--- config.mk ---
export PLATFORM = sky130hd
export DESIGN_NAME = led_matrix_row_scanner_flat
export DESIGN_NICKNAME = d
export VERILOG_FILES = /design/src/rtl/lmrs_pkg.sv /design/src/rtl/lmrs_item_if.sv /design/src/rtl/lmrs_res_if.sv /design/src/rtl/led_matrix_row_scanner.sv /design/src/flat_wrapper.sv
export SDC_FILE = /design/constraint.sdc
export NUM_CORES = 1
export LEC_CHECK = 0
export BUFFER_PORTS_ARGS = -buffer_cell sky130_fd_sc_hd__buf_2
export CAP_MARGIN = 0
export CORE_MARGIN = 10
export CORE_UTILIZATION = 69
export CTS_BUF_LIST = sky130_fd_sc_hd__clkbuf_2 sky130_fd_sc_hd__clkbuf_4 sky130_fd_sc_hd__clkbuf_8
export DETAILED_ROUTE_END_ITERATION = 10
export PLACE_DENSITY = 0.84
export SLEW_MARGIN = 20
export SYNTH_ARGS = -nofsm -noshare
export SYNTH_HDL_FRONTEND = slang
export SYNTH_SLANG_ARGS = --single-unit
--- constraint.sdc ---
create_clock -name i_clk -period 8.8 [get_ports i_clk]
set_clock_uncertainty 0.05 [all_clocks]
set_input_delay 0.88 -clock i_clk [delete_from_list [all_inputs] [get_ports i_clk]]
set_output_delay 0.88 -clock i_clk [all_outputs]
set_load 0.02 [all_outputs]
--- src/rtl/lmrs_pkg.sv ---
// shared types, constants and word builder for the led matrix row scanner
package lmrs_pkg;

    // scan geometry and store sizes
    localparam int ROWS       = 16;
    localparam int STORE_ROWS = 16;
    localparam int ROW_W      = $clog2(STORE_ROWS);
    localparam int WORD_BITS  = 32;
    localparam int BIT_W      = $clog2(WORD_BITS);
    localparam int COLOR_W    = 8;
    localparam int HALF_W     = 16;

    // pwm blanking counter
    localparam int PWM_TOP    = 255;
    localparam int PWM_W      = $clog2(PWM_TOP + 1);
    localparam int BLANK_W    = 8;

    // configuration port
    localparam int CFG_IDX_W  = 1;
    localparam int CFG_DATA_W = 16;

    localparam logic [CFG_IDX_W-1:0] CFG_BIT_PERIOD = 1'd0;
    localparam logic [CFG_IDX_W-1:0] CFG_BLANK_CMP  = 1'd1;

    localparam logic [HALF_W-1:0]  BIT_PERIOD_RESET = 16'd399;
    localparam logic [BLANK_W-1:0] BLANK_CMP_RESET  = 8'd100;

    // pixel store reset contents
    localparam logic [COLOR_W-1:0] RED_RESET   = 8'd219;
    localparam logic [COLOR_W-1:0] GREEN_RESET = 8'd109;

    // item operations
    localparam logic OP_TICK  = 1'b0;
    localparam logic OP_WRITE = 1'b1;

    typedef enum logic [1:0] {
        PH_FIRST  = 2'd0,
        PH_SECOND = 2'd1,
        PH_LATCH  = 2'd2
    } t_phase;

    typedef struct packed {
        logic                op;
        logic [ROW_W-1:0]    row_index;
        logic [COLOR_W-1:0]  red_value;
        logic [COLOR_W-1:0]  green_value;
    } t_item;

    typedef struct packed {
        logic shift_clock;
        logic latch_clock;
        logic enable_n;
    } t_res;

    // inverted red/green interleave in the low half, one-hot row above it
    function automatic logic [WORD_BITS-1:0] make_word(
        input logic [ROW_W-1:0]   row,
        input logic [COLOR_W-1:0] r,
        input logic [COLOR_W-1:0] g
    );
        logic [HALF_W-1:0]    x;
        logic [WORD_BITS-1:0] sel;
        x = {g[7], r[7], g[6], r[6], g[5], r[5], g[4], r[4],
             r[0], g[0], r[1], g[1], r[2], g[2], r[3], g[3]};
        sel = {{(WORD_BITS-1){1'b0}}, 1'b1} << (32'(row) + HALF_W);
        return sel | {{(WORD_BITS-HALF_W){1'b0}}, ~x};
    endfunction

endpackage

--- src/rtl/lmrs_item_if.sv ---
// input item channel: valid, ready and one pixel-write or tick beat
interface lmrs_item_if;
    import lmrs_pkg::*;

    logic  valid;
    logic  ready;
    t_item item;

    modport source (output valid, output item, input ready);
    modport sink   (input valid, input item, output ready);
endinterface

--- src/rtl/lmrs_res_if.sv ---
// result channel: valid, ready and the output line levels
interface lmrs_res_if;
    import lmrs_pkg::*;

    logic valid;
    logic ready;
    t_res res;

    modport source (output valid, output res, input ready);
    modport sink   (input valid, input res, output ready);
endinterface

--- src/rtl/led_matrix_row_scanner.sv ---
// led matrix row scanner: pixel store, scan sequencer and pwm blanking
// latency: a result beat is presented the cycle after its input beat is taken
// throughput: one item per cycle while the result register is empty or being drained; it refills while being drained
// the pixel store is a 16-entry memory with one write and one registered read port
// reset: synchronous, active low; per-row valid flags make unwritten rows read as
// red 219 / green 109 at once, so no clearing pass is needed after reset
module led_matrix_row_scanner (
    input  logic                              i_clk,
    input  logic                              i_rst_n,
    input  logic                              i_cfg_we,
    input  logic [lmrs_pkg::CFG_IDX_W-1:0]    i_cfg_idx,
    input  logic [lmrs_pkg::CFG_DATA_W-1:0]   i_cfg_data,
    lmrs_item_if.sink                         i_item,
    lmrs_res_if.source                        o_res
);
    import lmrs_pkg::*;

    // configuration registers
    logic [HALF_W-1:0]  r_bit_period;
    logic [BLANK_W-1:0] r_blank_cmp;

    // pixel store: {red, green} per row, valid flag per row
    logic [2*COLOR_W-1:0] mem_pix [STORE_ROWS];
    logic [STORE_ROWS-1:0] r_row_valid;

    // snapshot of the row being scanned (registered memory read)
    logic [2*COLOR_W-1:0] r_snap_data;
    logic                 r_snap_valid;

    // scan state
    t_phase            r_phase, n_phase;
    logic [HALF_W-1:0] r_tick, n_tick;
    logic [BIT_W-1:0]  r_bit_pos, n_bit_pos;
    logic [ROW_W-1:0]  r_scan_row, n_scan_row;
    logic [PWM_W-1:0]  r_pwm, n_pwm;
    logic              row_load;

    // output register
    logic r_out_valid;
    t_res r_out;
    t_res n_res;

    logic                 acc;
    logic                 is_tick;
    logic                 is_write;
    logic [COLOR_W-1:0]   snap_red;
    logic [COLOR_W-1:0]   snap_green;
    logic [WORD_BITS-1:0] row_word;

    // input is taken whenever the result register is empty or being drained
    assign i_item.ready = !r_out_valid || o_res.ready;
    assign acc      = i_item.valid && i_item.ready;
    assign is_tick  = acc && (i_item.item.op == OP_TICK);
    assign is_write = acc && (i_item.item.op == OP_WRITE);

    assign o_res.valid = r_out_valid;
    assign o_res.res   = r_out;

    // configuration writes
    always_ff @(posedge i_clk) begin
        if (!i_rst_n) begin
            r_bit_period <= BIT_PERIOD_RESET;
            r_blank_cmp  <= BLANK_CMP_RESET;
        end else if (i_cfg_we) begin
            unique case (i_cfg_idx)
                CFG_BIT_PERIOD: r_bit_period <= i_cfg_data[HALF_W-1:0];
                CFG_BLANK_CMP:  r_blank_cmp  <= i_cfg_data[BLANK_W-1:0];
                default: ;
            endcase
        end
    end

    // pixel memory write port
    always_ff @(posedge i_clk) begin
        if (is_write) begin
            mem_pix[i_item.item.row_index] <= {i_item.item.red_value, i_item.item.green_value};
        end
    end

    always_ff @(posedge i_clk) begin
        if (!i_rst_n) begin
            r_row_valid <= '0;
        end else if (is_write) begin
            r_row_valid[i_item.item.row_index] <= 1'b1;
        end
    end

    // pixel memory read port: fetched on the tick that moves to the next row,
    // never in the same cycle as a write since one item is either kind
    always_ff @(posedge i_clk) begin
        if (row_load) begin
            r_snap_data <= mem_pix[n_scan_row];
        end
    end

    always_ff @(posedge i_clk) begin
        if (!i_rst_n) begin
            r_snap_valid <= 1'b0;
        end else if (row_load) begin
            r_snap_valid <= r_row_valid[n_scan_row];
        end
    end

    assign snap_red   = r_snap_valid ? r_snap_data[2*COLOR_W-1:COLOR_W] : RED_RESET;
    assign snap_green = r_snap_valid ? r_snap_data[COLOR_W-1:0] : GREEN_RESET;
    assign row_word   = make_word(r_scan_row, snap_red, snap_green);

    // scan sequencer next state
    always_comb begin
        n_phase    = r_phase;
        n_tick     = r_tick;
        n_bit_pos  = r_bit_pos;
        n_scan_row = r_scan_row;
        n_pwm      = r_pwm;
        row_load   = 1'b0;
        if (is_tick) begin
            n_pwm = (32'(r_pwm) >= PWM_TOP) ? '0 : r_pwm + 1'b1;
            if (r_tick >= r_bit_period) begin
                n_tick = '0;
                unique case (r_phase)
                    PH_FIRST: begin
                        n_phase = PH_SECOND;
                    end
                    PH_SECOND: begin
                        if (32'(r_bit_pos) >= WORD_BITS - 1) begin
                            n_bit_pos = '0;
                            n_phase   = PH_LATCH;
                        end else begin
                            n_bit_pos = r_bit_pos + 1'b1;
                            n_phase   = PH_FIRST;
                        end
                    end
                    default: begin
                        // latch period ends: next row and a fresh snapshot
                        n_phase    = PH_FIRST;
                        n_bit_pos  = '0;
                        n_scan_row = (32'(r_scan_row) >= ROWS - 1) ? '0 : r_scan_row + 1'b1;
                        row_load   = 1'b1;
                    end
                endcase
            end else begin
                n_tick = r_tick + 1'b1;
            end
        end
    end

    // line levels from the state before this item
    always_comb begin
        n_res.shift_clock = 1'b1;
        n_res.latch_clock = 1'b1;
        unique case (r_phase)
            PH_FIRST: ;
            PH_SECOND: begin
                n_res.shift_clock = (r_tick == '0) ? 1'b0 : row_word[r_bit_pos];
            end
            default: begin
                n_res.latch_clock = (r_tick != '0);
            end
        endcase
        n_res.enable_n = (32'(r_pwm) < 32'(r_blank_cmp));
    end

    always_ff @(posedge i_clk) begin
        if (!i_rst_n) begin
            r_phase    <= PH_FIRST;
            r_tick     <= '0;
            r_bit_pos  <= '0;
            r_scan_row <= '0;
            r_pwm      <= '0;
        end else begin
            r_phase    <= n_phase;
            r_tick     <= n_tick;
            r_bit_pos  <= n_bit_pos;
            r_scan_row <= n_scan_row;
            r_pwm      <= n_pwm;
        end
    end

    always_ff @(posedge i_clk) begin
        if (!i_rst_n) begin
            r_out_valid <= 1'b0;
        end else if (i_item.ready) begin
            r_out_valid <= acc;
        end
    end

    always_ff @(posedge i_clk) begin
        if (acc) begin
            r_out <= n_res;
        end
    end

    // a taken beat always leaves a result waiting in the next cycle
    a_result_follows: assert property (@(posedge i_clk) disable iff (!i_rst_n)
        acc |=> r_out_valid)
        else $error("accepted beat produced no result");

    // latch pulse and shift clock low never overlap
    a_latch_shift_apart: assert property (@(posedge i_clk) disable iff (!i_rst_n)
        r_out_valid && !r_out.latch_clock |-> r_out.shift_clock)
        else $error("latch and shift clock both low");

    // bit counter is parked at zero through the latch period
    a_latch_bit_zero: assert property (@(posedge i_clk) disable iff (!i_rst_n)
        r_phase == PH_LATCH |-> r_bit_pos == '0)
        else $error("bit position moved during latch period");

    // a row snapshot is only taken at the start of a row
    a_row_load_start: assert property (@(posedge i_clk) disable iff (!i_rst_n)
        row_load |=> r_phase == PH_FIRST && r_tick == '0 && r_bit_pos == '0)
        else $error("snapshot outside row start");

    // write beats leave the scan state alone
    a_write_holds_scan: assert property (@(posedge i_clk) disable iff (!i_rst_n)
        is_write |=> $stable(r_tick) && $stable(r_phase) && $stable(r_pwm))
        else $error("write beat advanced the scan");

endmodule
--- src/flat_wrapper.sv ---
// flat-port wrapper written by rule: the top's interface ports become plain ports
module led_matrix_row_scanner_flat import lmrs_pkg::*;
  (i_clk, i_rst_n, i_cfg_we, i_cfg_idx, i_cfg_data, i_item_valid, i_item_item, i_item_ready, o_res_valid, o_res_res, o_res_ready);
  lmrs_item_if i_item_i ();
  lmrs_res_if o_res_i ();
  input  logic i_clk;
  input  logic i_rst_n;
  input  logic i_cfg_we;
  input  logic [lmrs_pkg::CFG_IDX_W-1:0] i_cfg_idx;
  input  logic [lmrs_pkg::CFG_DATA_W-1:0] i_cfg_data;
  input wire logic [$bits(i_item_i.valid)-1:0] i_item_valid;
  input wire logic [$bits(i_item_i.item)-1:0] i_item_item;
  output wire logic [$bits(i_item_i.ready)-1:0] i_item_ready;
  output wire logic [$bits(o_res_i.valid)-1:0] o_res_valid;
  output wire logic [$bits(o_res_i.res)-1:0] o_res_res;
  input wire logic [$bits(o_res_i.ready)-1:0] o_res_ready;
  assign i_item_i.valid = i_item_valid;
  assign i_item_i.item = i_item_item;
  assign i_item_ready = i_item_i.ready;
  assign o_res_valid = o_res_i.valid;
  assign o_res_res = o_res_i.res;
  assign o_res_i.ready = o_res_ready;
  led_matrix_row_scanner u_core (.i_clk(i_clk), .i_rst_n(i_rst_n), .i_cfg_we(i_cfg_we), .i_cfg_idx(i_cfg_idx), .i_cfg_data(i_cfg_data), .i_item(i_item_i), .o_res(o_res_i));
endmodule
==> run summary, run 1 <==
CP delay by family, top - buffers and inverters
Met3 Routed Length - 2.94 mm
vias - 9219
switching part of the total - 21.2%
Max FO, Critical Path - 66
Clock Latency Late Sink - 0.60 ns
H-tree depth reported by CTS - 2
CTS tree - built
CP endpoint kind - flop
Req. time, crit path - 9.05 ns
Worst Hold Class - reg -> reg
die area - 27600 sq um
Area Growth Syn to Fin - 10.5%
Max Used Layer - met5
FF+latch count, synth - 352
Worst Path Buf+Inv - 3
Startpoint Class - flop
Sequential Power Share - 57.1%
Post-synth EDFFs - 275
wl on met1 - 13.0 mm
drt first-iter violations - 979
final-stage net count - 1230
CTS Hold Bufs - 0
die width - 166 um
Chip Height - 166 um
Sink Count - 352
Hold Vio Cnt, Final - 0
combinational power share - 2.6%
CTS Buffer Depth - 3
initial antenna violation count - 2
Mapped Cells - 1084
Slew Limit Fails - 0
internal power - 2.50 mW
number of fill cells in the layout - 1229
Synth warnings - 0
Rel. slew slack - 28.5%
register area share after synthesis - 66.5%
dpl ws - 3.88 ns
slowest CP cell - buf_4
max frequency - 209 MHz
DR pass1 iterations - 8
Gates resized, CTS repair - 0
Worst Path Arrival - 5.05 ns
unrepaired setup endpoints after global routing - false
setup TNS - 0 ns
fin crit share - 54.5%
CP max stage delay - 0.77 ns
post-detailed-placement half-perimeter wirelength - 20.0 mm
Worst-path clk slew - 0.06 ns
Synth Flop Type - edfxtp_1
# port buffers - 47
final setup vio count - 0
Root Buffer - clkbuf_8
Residual DRC - 0
Post-Synthesis Net Count - 1161
final hold slack - 0.413 ns
Detailed Route WL - 33.5 mm
Reg2Reg Setup Slack - 4.01 ns
met2 WL - 16.5 mm
net switching power - 0.674 mW
Max-Cap Viols - 0
CP Cell Sequence - inv_1, ha_1, nand4_1, nor3_2, or4b_4, a31oi_4, buf_4, mux2i_4, buf_4, mux4_2, a22oi_1, o31ai_1
share of cells above drive strength 1 - 18.0%
CTS Buf Count - 53
utilization after layout - 77.4%
CORE AREA - 21000 sq um
Worst Tran Pin Value - 1.07 ns
vias in the first global route - 9314
n_diodes - 0
peak supply drop - 0.000167 V
mapped cell area - 14700 sq um
post-route ant nets - 0
postcts setup bufs - 0
Synth cell types - 59
Crit path top cell by count - buf_4
Starting Density - 70.1%
first-pass GRT wire length - 52.0 mm
crit path time final - 4.79 ns
GR Overflow Total - 0
Async S/R FF share, synth - 0%
Rows - 53
status - finished, final reports clean
# IOs - 48
clock share of power - 40.3%
Leakage - 5.80 nW
drt via density - 6.27
largest net degree at the start of global routing - 67
pwr/cell area - 195 nW/um^2
global placement routability congestion - 0.836
total track usage - 23.8%
Routed WL per cell - 22.8 um
WS Path Type - reg -> reg
Syn Area/Cell - 13.6 sq um
final critical-path setup slack - 4.01 ns
-- layout by cell type, fill, tap and decap left out, drive strengths merged, types with 9 or more instances in the layout --
master / count
mux2i: 26
nand4: 11
a21o: 10
nand2: 183
o21ai: 13
clkbuf: 68
nand2b: 10
xnor2: 11
a21boi: 18
clkinv: 27
mux4: 32
a32o: 16
and2: 12
a22oi: 17
and3: 9
nand3: 41
a21oi: 28
inv: 33
dfxtp: 77
nor2: 55
edfxtp: 275
nor3: 13
xor2: 13
o211ai: 11
o21a: 18
buf: 68
ha: 34
o31ai: 17
-- metrics by stage --
stage / cells / power (mW) / instance area [sq um]
finish: 1470 / 3.17 / 16300
global route: 1470 / 3.27 / 16300
CTS: 1470 / 3.18 / 16300
detailed placement: 1373 / 1.93 / 15300
global placement: 1373 / 1.92 / 15300
floorplan: 1084 / 1.88 / 14700
-- power groups by stage --
stage / logic [mW] / registers, mW / clock network, mW
after CTS: 0.0812 / 1.81 / 1.29
after detailed placement: 0.0809 / 1.85 / 0
final: 0.0818 / 1.81 / 1.28
after global routing: 0.0912 / 1.81 / 1.36
after global placement: 0.0774 / 1.85 / 0
after floorplan: 0.0381 / 1.85 / 0
-- synthesized netlist by cell type (2+ instances only) --
cell	instances	area share [%]
a31oi_1	2	0.085
o21ai_0	11	0.37
a22oi_1	17	0.87
mux2i_2	2	0.19
a211o_1	2	0.12
nand3_1	41	1.4
nand2_1	183	4.7
ha_1	34	2.9
a21oi_1	27	0.92
mux2_2	6	0.46
inv_1	33	0.84
o211ai_1	11	0.56
a21o_1	10	0.51
nor4_1	3	0.13
nand2b_1	10	0.42
o31ai_1	17	0.87
nand4_1	11	0.47
and2_1	12	0.51
a32o_1	16	1.1
edfxtp_1	275	56
xnor2_1	11	0.65
xor2_1	13	0.77
mux4_2	32	4.9
mux2i_1	24	1.6
and4_1	2	0.12
nor2_1	55	1.4
nand3b_1	2	0.10
o22ai_1	5	0.21
dfxtp_1	77	10
a21boi_0	18	0.92
clkbuf_1	29	0.74
and3_1	9	0.38
buf_4	9	0.46
buf_6	3	0.23
nor2b_1	6	0.25
nor3_1	12	0.41
o21ai_1	2	0.068
a211oi_1	3	0.15
o21a_1	18	0.92
buf_2	12	0.41
-- registers in the layout (all words and copies together) (netlist names), 2 cells and up --
| name | cells |
|---|---|
| u_core.r_tick | 16 |
| u_core.r_bit_period | 16 |
| u_core.r_phase | 2 |
| u_core.r_scan_row | 4 |
| u_core.r_row_valid | 16 |
| u_core.r_bit_pos | 5 |
| u_core.o_res.res | 3 |
| u_core.r_snap_data | 16 |
| u_core.mem_pix | 256 |
| u_core.r_blank_cmp | 8 |
| u_core.r_pwm | 8 |
-- kinds of logic (layout without fill, tap and decap cells) --
family	Yosys count	after routing	share of synthesized area, %
AND/OR/NAND/NOR	351	351	10.6
adder cells (fa/ha/maj)	34	34	2.89
AO/OA/AOI/OAI	171	171	8.63
buffers and inverters	87	198	2.70
flip-flops	352	352	66.5
multiplexers	65	65	7.25
XOR/XNOR	24	24	1.43
-- area by class of cell --
type | count | area, sq um | share of cell area [%]
flip-flops and latches | 352 | 9800 | 60.2
multi-input cells | 645 | 4600 | 28.3
clock buffers | 68 | 855 | 5.25
repair buffers | 68 | 393 | 2.41
well taps | 275 | 344 | 2.11
clock inverters | 29 | 163 | 0.999
inverters | 33 | 124 | 0.761
-- metal layers --
layer	vias up	global-route usage (%)
met5	-	0
met2	459	38.8
met3	93	4.78
li1	4195	-
met4	4	10.1
met1	4468	30.7
-- tightest hold or removal path, delay by kind of cell (launching register included) --
kind | cells | cell delay [ns]
flops | 1 | 0.31
compound gates | 1 | 0.06
simple gates | 1 | 0.05
-- final timing paths --
path	depth (start not counted)	start	endpoint
worst min-delay path	2	u_core.r_bit_period[4]	u_core.r_bit_period[4]
worst min register to register	2	u_core.r_bit_period[4]	u_core.r_bit_period[4]
worst max-delay path	12	u_core.r_bit_period[15]	u_core.r_snap_data[3]
worst max register to register	12	u_core.r_bit_period[15]	u_core.r_snap_data[3]
Note: power is estimated with default switching activity, not from simulation.
==> run 2: changes to the inputs <==
- ABC_AREA: default -> 1
- CORE_UTILIZATION: 69 -> 64
- PLACE_DENSITY: 0.84 -> 0.79
- clock period: 8.8 -> 4.9 ns (I/O delays scaled with it)
==> run summary, run 2 <==
Chip Height - 173 um (was 166 um)
top cell type's share of synthesized area - 55.1% (was 56.1%)
crit path time final - 3.50 ns (was 4.79 ns)
Worst Tran Pin Value - 1.07 ns (about the same)
CTS Buf Count - 53 (unchanged)
Leakage - 6.05 nW (was 5.80 nW)
WS Path Type - reg -> reg (unchanged)
Startpoint Class - flop (unchanged)
Slew Limit Fails - 0 (unchanged)
n_diodes - 0 (unchanged)
max frequency - 286 MHz (was 209 MHz)
CTS Buffer Depth - 3 (unchanged)
Post-Synthesis Net Count - 1511 (was 1161)
final setup vio count - 0 (unchanged)
synth top area cells - edfxtp_1 55%, dfxtp_1 10%, nor2_1 8.6%, o21ai_0 4.8%, o21ai_1 2.9% (was edfxtp_1 56%, dfxtp_1 10%, mux4_2 4.9%, nand2_1 4.7%, ha_1 2.9%)
Starting Density - 65.6% (was 70.1%)
Residual DRC - 0 (unchanged)
# IOs - 48 (unchanged)
H-tree depth reported by CTS - 2 (unchanged)
peak supply drop - 0.000374 V (was 0.000167 V)
largest net degree at the start of global routing - 102 (was 67)
most frequent cell after synthesis - nor2_1 (was edfxtp_1)
total track usage - 23.3% (was 23.8%)
vias - 10900 (was 9219)
Post-synth EDFFs - 275 (unchanged)
GR Overflow Total - 0 (unchanged)
Sequential Area - 9800 sq um (unchanged)
Clock Latency Late Sink - 0.60 ns (about the same)
status - finished, final reports clean (unchanged)
Multi-input gate area - 4530 sq um (was 4600 sq um)
CTS Hold Bufs - 0 (unchanged)
register area share after synthesis - 65.4% (was 66.5%)
Synth cell types - 45 (was 59)
Synth Flop Type - edfxtp_1 (unchanged)
Routed WL per cell - 19.4 um (was 22.8 um)
CP endpoint kind - flop (unchanged)
Worst-path clk slew - 0.06 ns (about the same)
commonest non-fill, non-tap cell in the layout - nor2_1 (was edfxtp_1)
global placement routability congestion - 0.890 (was 0.836)
Post-synth top cells - 345 x nor2_1, 275 x edfxtp_1, 144 x o21ai_0, 103 x inv_1, 99 x nand2_1 (was 275 x edfxtp_1, 183 x nand2_1, 77 x dfxtp_1, 55 x nor2_1, 41 x nand3_1)
Max FO, Critical Path - 74 (was 66)
register with the most flip-flops - u_core.mem_pix (unchanged)
number of fill cells in the layout - 1586 (was 1229)
Hold Vio Cnt, Final - 0 (unchanged)
postcts setup bufs - 0 (unchanged)
FF+latch count, synth - 352 (unchanged)
mapped cell area - 15000 sq um (was 14700 sq um)
drt via density - 5.88 (was 6.27)
Worst Path Arrival - 3.90 ns (was 5.05 ns)
Sink Count - 352 (unchanged)
CTS tree - built (unchanged)
Mapped Cells - 1434 (was 1084)
CORE AREA - 22800 sq um (was 21000 sq um)
pwr/cell area - 350 nW/um^2 (was 195 nW/um^2)
die area - 29900 sq um (was 27600 sq um)
final-stage net count - 1569 (was 1230)
Async S/R FF share, synth - 0% (unchanged)
Root Buffer - clkbuf_8 (unchanged)
first-pass GRT wire length - 56.2 mm (was 52.0 mm)
die width - 173 um (was 166 um)
DR pass1 iterations - 5 (was 8)
unrepaired setup endpoints after global routing - false (unchanged)
largest area contributor in the netlist - edfxtp_1 (unchanged)
Gates resized, CTS repair - 0 (unchanged)
power consumption - 5.81 mW (was 3.17 mW)
Max-Cap Viols - 0 (unchanged)
Req. time, crit path - 5.30 ns (was 9.05 ns)
post-detailed-placement half-perimeter wirelength - 20.9 mm (was 20.0 mm)
Detailed Route WL - 35.8 mm (was 33.5 mm)
share of cells above drive strength 1 - 12.9% (was 18.0%)
setup TNS - 0 ns (unchanged)
post-route ant nets - 0 (unchanged)
Syn Area/Cell - 10.4 sq um (was 13.6 sq um)
fin crit share - 71.4% (was 54.5%)
drt first-iter violations - 1235 (was 979)
Area Growth Syn to Fin - 10.7% (was 10.5%)
commonest non-fill, non-tap cells in the layout - 329 x nor2_1, 275 x edfxtp_1, 144 x o21ai_0, 103 x inv_1, 98 x nand2_1 (was 275 x edfxtp_1, 183 x nand2_1, 77 x dfxtp_1, 55 x clkbuf_8, 47 x buf_2)
Synth warnings - 0 (unchanged)
vias in the first global route - 10500 (was 9314)
Worst Hold Class - in -> reg (was reg -> reg)
Rows - 55 (was 53)
number of flip-flops in the largest register - 256 (unchanged)
initial antenna violation count - 1 (was 2)
# port buffers - 47 (unchanged)
Rel. slew slack - 28.7% (was 28.5%)
[run 2: worst max-delay path, cell delays in order, from the launching register on]
cell	delay [ns]
dfxtp_1	0.45
ha_1	0.29
a21oi_1	0.17
nor2_1	0.05
nor2_1	0.10
nand2_1	0.07
nand2_1	0.10
nand2_4	0.10
nand2_4	0.15
nand2_2	0.11
nand2_4	0.63
buf_12	0.34
o21ai_0	0.13
nor2_1	0.17
nor2_1	0.06
o21ai_1	0.13
nand3_1	0.11
nand2_1	0.11
[run 2: path summary, 6_finish.rpt]
kind | cells after the start | end | startpoint | slack, ns
worst min-delay path | 3 | u_core.r_bit_period[0] | i_cfg_data[0] | 0.09
worst max register to register | 17 | u_core.r_snap_data[15] | u_core.r_tick[5] | 1.40
worst max-delay path | 17 | u_core.r_snap_data[15] | u_core.r_tick[5] | 1.40
worst min register to register | 2 | u_core.r_bit_period[4] | u_core.r_bit_period[4] | 0.41
[run 2: cell type report]
cell class | instances | area share, %
clock buffers | 83 | 5.91
clock inverters | 14 | 0.506
inverters | 107 | 2.42
multi-input cells | 911 | 27.3
flip-flops and latches | 352 | 59.1
well taps | 313 | 2.36
repair buffers | 67 | 2.40
[run 2: cell families after synthesis]
group | count (synthesis) | share of synthesized area [%]
and+or+nand+nor | 566 | 15.8
DFF | 352 | 65.4
AOI/OAI and AO/OA | 308 | 10.9
buffers and inverters | 171 | 4.85
adders and majority gates | 34 | 2.84
xor gates and xnor gates | 3 | 0.175
[run 2: layer usage]
layer / vias to the layer above / GRT usage [%] / part of all wire, %
met5: - / 0 / 0.036
met3: 88 / 5.55 / 10
li1: 5081 / - / -
met1: 5143 / 30.5 / 40
met2: 550 / 37.5 / 47
met4: 2 / 7.80 / 2.8
[run 2: power breakdown]
group	switching, mW	leakage (nW)	total [mW]	internal [mW]
Clock	1.12	0.576	2.40	1.28
Combinational	0.113	2.38	0.156	0.0433
Sequential	0.00952	3.10	3.25	3.25
[run 2: metrics by stage]
step / hold slack (ns) / utilization [%] / setup slack (ns) / instances / instance area (sq um)
finish: 0.0856 / 72.6 / 1.40 / 1847 / 16600
global route: 0.0873 / 72.6 / 1.07 / 1847 / 16600
CTS: 0.0691 / 72.5 / 1.33 / 1847 / 16600
detailed placement: 0.408 / 67.8 / 1.36 / 1750 / 15500
global placement: 0.398 / 67.8 / 1.52 / 1750 / 15500
floorplan: 0.383 / - / 2.44 / 1434 / 15000
